<file path="src/design/efp_pkg.sv">
package efp_pkg;

  // Block limits.
  localparam int MAX_SIDE         = 4096;
  localparam int ESCAPE_RADIUS_SQ = 4;

  // Field and datapath widths.
  localparam int PIX_W  = 12;
  localparam int CNT_W  = 16;
  localparam int Z_W    = 32;
  localparam int D_W    = 48;
  localparam int CFG_W  = 32;
  localparam int IDX_W  = 3;
  localparam int OP_W   = 33;
  localparam int PROD_W = 2 * OP_W;
  localparam int SQ_W   = 64;
  localparam int PACC_W = Z_W + D_W;
  localparam int TERM_W = PACC_W - 27;
  localparam int DACC_W = 56;
  localparam int SAT_W  = 48;
  localparam int STEP_W = 4;

  // Escape threshold on |z|^2 in Q8.56.
  localparam logic [SQ_W-1:0] ESC_LIMIT = SQ_W'(ESCAPE_RADIUS_SQ) << 56;

  // 1.0 in Q24.24.
  localparam logic signed [D_W-1:0] ONE_D = 48'sh0000_0100_0000;

  // Register indexes of the configuration port.
  localparam logic [IDX_W-1:0] REG_MODE     = 3'd0;
  localparam logic [IDX_W-1:0] REG_X_START  = 3'd1;
  localparam logic [IDX_W-1:0] REG_Y_START  = 3'd2;
  localparam logic [IDX_W-1:0] REG_X_STEP   = 3'd3;
  localparam logic [IDX_W-1:0] REG_Y_STEP   = 3'd4;
  localparam logic [IDX_W-1:0] REG_JULIA_RE = 3'd5;
  localparam logic [IDX_W-1:0] REG_JULIA_IM = 3'd6;
  localparam logic [IDX_W-1:0] REG_MAX_ITER = 3'd7;

  // Mode codes; any other code runs plain Mandelbrot.
  localparam logic [1:0] MODE_CONST_C = 2'd1;
  localparam logic [1:0] MODE_DIST    = 2'd2;

  // Register reset values.
  localparam logic signed [Z_W-1:0] X_START_RST = 32'shE000_0000;
  localparam logic signed [Z_W-1:0] Y_START_RST = 32'shF000_0000;
  localparam logic signed [Z_W-1:0] STEP_RST    = 32'sh0004_0000;
  localparam logic [CNT_W-1:0]      MAX_ITER_RST = 16'd256;

  // Last sequencer step of each phase.
  localparam logic [STEP_W-1:0] POINT_LAST     = 4'd2;
  localparam logic [STEP_W-1:0] ITER_LAST      = 4'd4;
  localparam logic [STEP_W-1:0] ITER_LAST_DIST = 4'd13;

  typedef enum logic [1:0] {
    ST_IDLE,
    ST_POINT,
    ST_ITER,
    ST_DONE
  } state_e;

  // Multiplier operations. H and L are the high and low halves of a
  // derivative operand in the Q4.28 by Q24.24 products.
  typedef enum logic [3:0] {
    MOP_NONE,
    MOP_PX,
    MOP_PY,
    MOP_RR,
    MOP_II,
    MOP_RI,
    MOP_RDRH,
    MOP_RDRL,
    MOP_IDIH,
    MOP_IDIL,
    MOP_RDIH,
    MOP_RDIL,
    MOP_IDRH,
    MOP_IDRL
  } mop_e;

  // Multiplier schedule while the point is formed.
  function automatic mop_e point_mop(input logic [STEP_W-1:0] step);
    mop_e m;
    case (step)
      4'd0:    m = MOP_PX;
      4'd1:    m = MOP_PY;
      default: m = MOP_NONE;
    endcase
    return m;
  endfunction

  // Multiplier schedule of one iteration.
  function automatic mop_e iter_mop(input logic [STEP_W-1:0] step, input logic dist_on);
    mop_e m;
    case (step)
      4'd0:    m = MOP_RR;
      4'd1:    m = MOP_II;
      4'd2:    m = MOP_RI;
      4'd3:    m = dist_on ? MOP_RDRH : MOP_NONE;
      4'd4:    m = dist_on ? MOP_RDRL : MOP_NONE;
      4'd5:    m = dist_on ? MOP_IDIH : MOP_NONE;
      4'd6:    m = dist_on ? MOP_IDIL : MOP_NONE;
      4'd7:    m = dist_on ? MOP_RDIH : MOP_NONE;
      4'd8:    m = dist_on ? MOP_RDIL : MOP_NONE;
      4'd9:    m = dist_on ? MOP_IDRH : MOP_NONE;
      4'd10:   m = dist_on ? MOP_IDRL : MOP_NONE;
      default: m = MOP_NONE;
    endcase
    return m;
  endfunction

  // Saturate to the signed Q4.28 range.
  function automatic logic signed [Z_W-1:0] sat_z(input logic signed [SAT_W-1:0] v);
    logic signed [Z_W-1:0] r;
    if ((v[SAT_W-1:Z_W-1] == '0) || (v[SAT_W-1:Z_W-1] == '1)) begin
      r = v[Z_W-1:0];
    end else if (v[SAT_W-1]) begin
      r = {1'b1, {(Z_W-1){1'b0}}};
    end else begin
      r = {1'b0, {(Z_W-1){1'b1}}};
    end
    return r;
  endfunction

  // Saturate to the signed Q24.24 range.
  function automatic logic signed [D_W-1:0] sat_d(input logic signed [DACC_W-1:0] v);
    logic signed [D_W-1:0] r;
    if ((v[DACC_W-1:D_W-1] == '0) || (v[DACC_W-1:D_W-1] == '1)) begin
      r = v[D_W-1:0];
    end else if (v[DACC_W-1]) begin
      r = {1'b1, {(D_W-1){1'b0}}};
    end else begin
      r = {1'b0, {(D_W-1){1'b1}}};
    end
    return r;
  endfunction

endpackage

</file>
<file path="src/design/efp_mul.sv">
module efp_mul (
  input  logic                               clk_i,
  input  logic signed [efp_pkg::OP_W-1:0]    a_i,
  input  logic signed [efp_pkg::OP_W-1:0]    b_i,
  output logic signed [efp_pkg::PROD_W-1:0]  p_o
);
  import efp_pkg::*;

  logic signed [PROD_W-1:0] p_q;

  // Signed multiply with the product registered.
  always_ff @(posedge clk_i) begin
    p_q <= a_i * b_i;
  end

  assign p_o = p_q;

endmodule

</file>
<file path="config.mk">
export PLATFORM = sky130hd
export DESIGN_NAME = efp_mul
export DESIGN_NICKNAME = d
export VERILOG_FILES = /design/src/design/efp_pkg.sv /design/src/design/efp_mul.sv
export SDC_FILE = /design/constraint.sdc
export NUM_CORES = 2
export LEC_CHECK = 0
export ABC_AREA = 1
export BUFFER_PORTS_ARGS = -buffer_cell sky130_fd_sc_hd__buf_2
export CORE_MARGIN = 5
export CORE_UTILIZATION = 45
export CTS_BUF_LIST = sky130_fd_sc_hd__clkbuf_4 sky130_fd_sc_hd__clkbuf_8 sky130_fd_sc_hd__clkbuf_16
export CTS_CLUSTER_DIAMETER = 120
export DETAILED_ROUTE_END_ITERATION = 8
export PLACE_DENSITY_LB_ADDON = 0.12
export SLEW_MARGIN = 20
export SYNTH_ARGS = -nofsm -noshare
export SYNTH_HDL_FRONTEND = slang
export SYNTH_SLANG_ARGS = --single-unit
</file>
<file path="constraint.sdc">
create_clock -name clk_i -period 8.1 [get_ports clk_i]
set_input_delay 0.405 -clock clk_i [delete_from_list [all_inputs] [get_ports clk_i]]
set_output_delay 0.405 -clock clk_i [all_outputs]
set_load 0.02 [all_outputs]
</file>
======== Word level (Yosys, flattened, before mapping) ========
Index checks and enable logic that the tools add are counted.
storage, ports and cells
  register bits ........................... 66
  bits of input ports ..................... 67
  output and inout bits ................... 66
  word-level logic and storage cells ...... 2
operators by class
  $mul .................................... 1
operator list
  kind                          number
  multiplier 33 x 33 -> 66 bit  1

======== Longest topological paths before layout ========
  depth after elaboration ................. 1
  gate-level depth with buffers ........... 34
  mapped depth without buffers ............ 32

======== Least setup slack after synthesis ========
OpenSTA, ideal clock, no wires.
  kind .................................... input port to flip-flop
  from .................................... input port a_i[32] in the netlist's numbering
  to ...................................... register p_q[60], in the netlist p_o[60]
  required time ........................... 7.987 ns
  arrival ................................. 7.048 ns
  path buffers ............................ 2
  stages on the path ...................... 23
  slack ................................... 0.939 ns
  library setup time ...................... 0.113 ns
  cell sequence ........................... clkbuf_1 > clkbuf_1 > nand2_1 > inv_1 > fa_1 > fa_1 > fa_1 > fa_1 > inv_1 > fa_1 > fa_1 > fa_1 > fa_1 > inv_1 > ha_1 > nand2_1 > nor2_1 > inv_1 > nor3_1 > nand2_1 > and2_0 > nand4_1 > nand2_1
on the way
  cells in the longest elaborated chain, start to end .. 1
RTL lines
  what                          RTL line       RTL
  start: declaration            efp_mul.sv:3   input logic signed [efp_pkg::OP_W-1:0] a_i,
  multiplier 33 x 33 -> 66 bit  efp_mul.sv:13  p_q <= a_i * b_i;
  end signal: assignment        efp_mul.sv:13
  end: declaration              efp_mul.sv:9   logic signed [PROD_W-1:0] p_q;
No other way between the ends.

======== Final worst setup path ========
  from .................................... input port b_i[19] in the netlist's numbering
  to ...................................... register p_q[64], in the netlist p_o[64]
on the way
  cells in the longest elaborated chain, start to end .. 1
RTL lines
  what                          RTL line       RTL
  start: declaration            efp_mul.sv:4   input logic signed [efp_pkg::OP_W-1:0] b_i,
  multiplier 33 x 33 -> 66 bit  efp_mul.sv:13
No other way between the ends.

==> metrics <==
Post-Synth Simple-Gate Area 16.59%; most common cell after layout, fill and taps aside inv_1; Slew Viols, Final 0; DR iter-0 viols 1,833; post-synth cell types 35; area added between synthesis and finish 5.399%; min cycle time layout 7.473 ns; peak fanout along the critical path 33; drt wl/cell 18.35 um; GPL Wtd Cong 0.9319; most frequent cells in the layout inv_1 (1,894), nand2_1 (1,517), fa_1 (1,144), ha_1 (217), buf_2 (132); Port Buf Inserts 132; Post-Synthesis Cell Area 43,170 um2; register area share after synthesis 3.060%; GR Overflow Total 0; Post-CTS Hold Buffers 0; CORE AREA 95,150 um2; main combinational cell family by area after synthesis adder cells; initial cell density of the core 45.37%; HP Start a_i[0]; die width 319.7 um; vias in the first global route 36,180; post-CTS resize count 0; Core Util, Final 47.82%; slowest CP cell fa_1; Mapped Avg Cell Area 7.789 um2; Overall Global Routing Usage 25.48%; Critical Path Max Stage Delay 0.87 ns; CP Capture Type flip-flop; die height 319.7 um; cells along the critical path buf_2, nand2_1, fa_1, inv_1, fa_1, fa_1, inv_1, fa_1, fa_1, fa_1, inv_1, fa_1, inv_1, fa_1, inv_1, ha_1, inv_1, nor3_1, nand2_1, nor4_1, nand2_1, nand3_1, nand2_1; max reg flops 66; final hold vios 0; CTS root buf clkbuf_16; DRT antenna net count 0; Vias/cell 4.773; clock transition at the registers of the reported paths 0.06 ns; nets 6,946; CP most frequent cell fa_1; Stages on worst setup path 23; global-route wire length before repair 204,800 um; run status completed; Max-Slew Margin vs Limit 39.99%; Routed WL 124,600 um; Synth Area in Adders 59.38%; layout cells sized above 1 5.505%; htree depth 3; Initial DRT Pass Iterations 8; CP Data Required Time 8.34 ns; post-synthesis compound-gate area fraction 1.377%; initial antenna violation count 4; fmax 0.1338 GHz; #FFs+latches synth 66; multiplexer share of the synthesized area 0%; delay-heaviest family, CP adder cells; XOR/XNOR Fraction of Synth Area 0.8317%; Final Cycle Share 92.25%; crit path kind input pin to flip-flop; CP bufs+invs 7; Num CTS Buffers 9; RSZ-0062 raised after global routing no; CTS tree done; # DRC 0; clk sink count 66; pin count of the biggest net entering global routing 34; Max clock buf depth 2; Max Cap Violations 0; worst min path class input pin to flip-flop; hpwl dp 110,100 um; die footprint 102,200 um2; Yosys Warn Count 0; worst hold stages 4; io pins 133; Fin Setup TNS 0 ns; Gate Count Post-Synth 5,543; setup bufs post-CTS 0; measured slew at the worst slew-check pin 0.9002 ns; vias 32,410; Post-Syn Nets 6,972; crit path DAT 7.71 ns; Finish-stage setup viols 0; Startpoint Class input pin; row count 113; Hold Path Sink p_o[0]
[Yosys cell counts, drive strengths merged]
library cell	count	area (um2)
a21o	2	15.01
a21oi	65	340.3
dfxtp	66	1321
xor2	37	324.1
or2	6	37.54
nand4	19	118.9
nand3b	3	22.52
ha	217	2715
nor2	154	650.6
o21a	1	7.510
o21bai	14	105.1
o21ai	23	118.9
a21boi	1	7.510
nor3	8	45.04
nor4	5	37.53
fa	1145	22920
xnor2	4	35.03
nand3	78	430.4
nand2	1534	5801
buf	1	3.750
inv	1895	7113
clkbuf	262	983.4
and2	3	18.77
[cell families (layout without fill, tap and decap cells)]
kind of cell / count (synthesis) / in the layout
compound gates: 106 / 106
flops: 66 / 66
buf+inv: 2158 / 2137
fa+ha+maj: 1362 / 1362
other cells: 0 / 2
xor+xnor: 41 / 41
simple gates: 1810 / 1810
[stage by stage]
stage / instances / hold slack (ns) / area, um2 / setup WS, ns
2_1_floorplan: 5543 / 0.6686 / 43170 / 0.9392
3_3_place_gp: 6771 / 0.8234 / 45150 / 0.3527
3_5_place_dp: 6771 / 0.8226 / 45150 / 0.2664
4_1_cts: 6787 / 0.7503 / 45500 / 0.6326
5_1_grt: 6787 / 0.7851 / 45500 / 0.2319
6_report: 6789 / 0.7736 / 45500 / 0.6274
[worst max path at each step]
| stage | start | to | slack (ns) |
|---|---|---|---|
| 2_1_floorplan | a_i[32] | p_o[60] | 0.94 |
| 3_3_place_gp | b_i[19] | p_o[64] | 0.35 |
| 3_5_place_dp | b_i[19] | p_o[64] | 0.27 |
| 4_1_cts | b_i[19] | p_o[64] | 0.63 |
| 5_1_grt | b_i[19] | p_o[64] | 0.23 |
| 6_report | b_i[19] | p_o[64] | 0.63 |
[final cells by class]
class / instances / area, um2
clock inverter: 7 / 123.9
fill: 9650 / 49650
multi-input combinational: 3319 / 33750
clock buffer: 9 / 225.2
tap: 1265 / 1583
sequential: 66 / 1321
timing repair buffer: 226 / 1379
antenna: 2 / 5.005
inverter: 1895 / 7113
[routing by layer]
metal,global-route usage [%],up-vias,wire length (um)
met5,0,-,13
met4,6.135,2,3750
met3,2.321,187,5021
met2,46.45,718,63860
met1,32.94,16580,51950
li1,-,14920,-
[tightest hold or removal path, delay by kind of cell]
kind	cells	cell delay (ns)
buffers and inverters	3	0.51
AND/OR/NAND/NOR	1	0.11
Power is left out: the tool's default activity adds up to more than one toggle a clock period on the data nets, which glitch-free logic cannot reach.
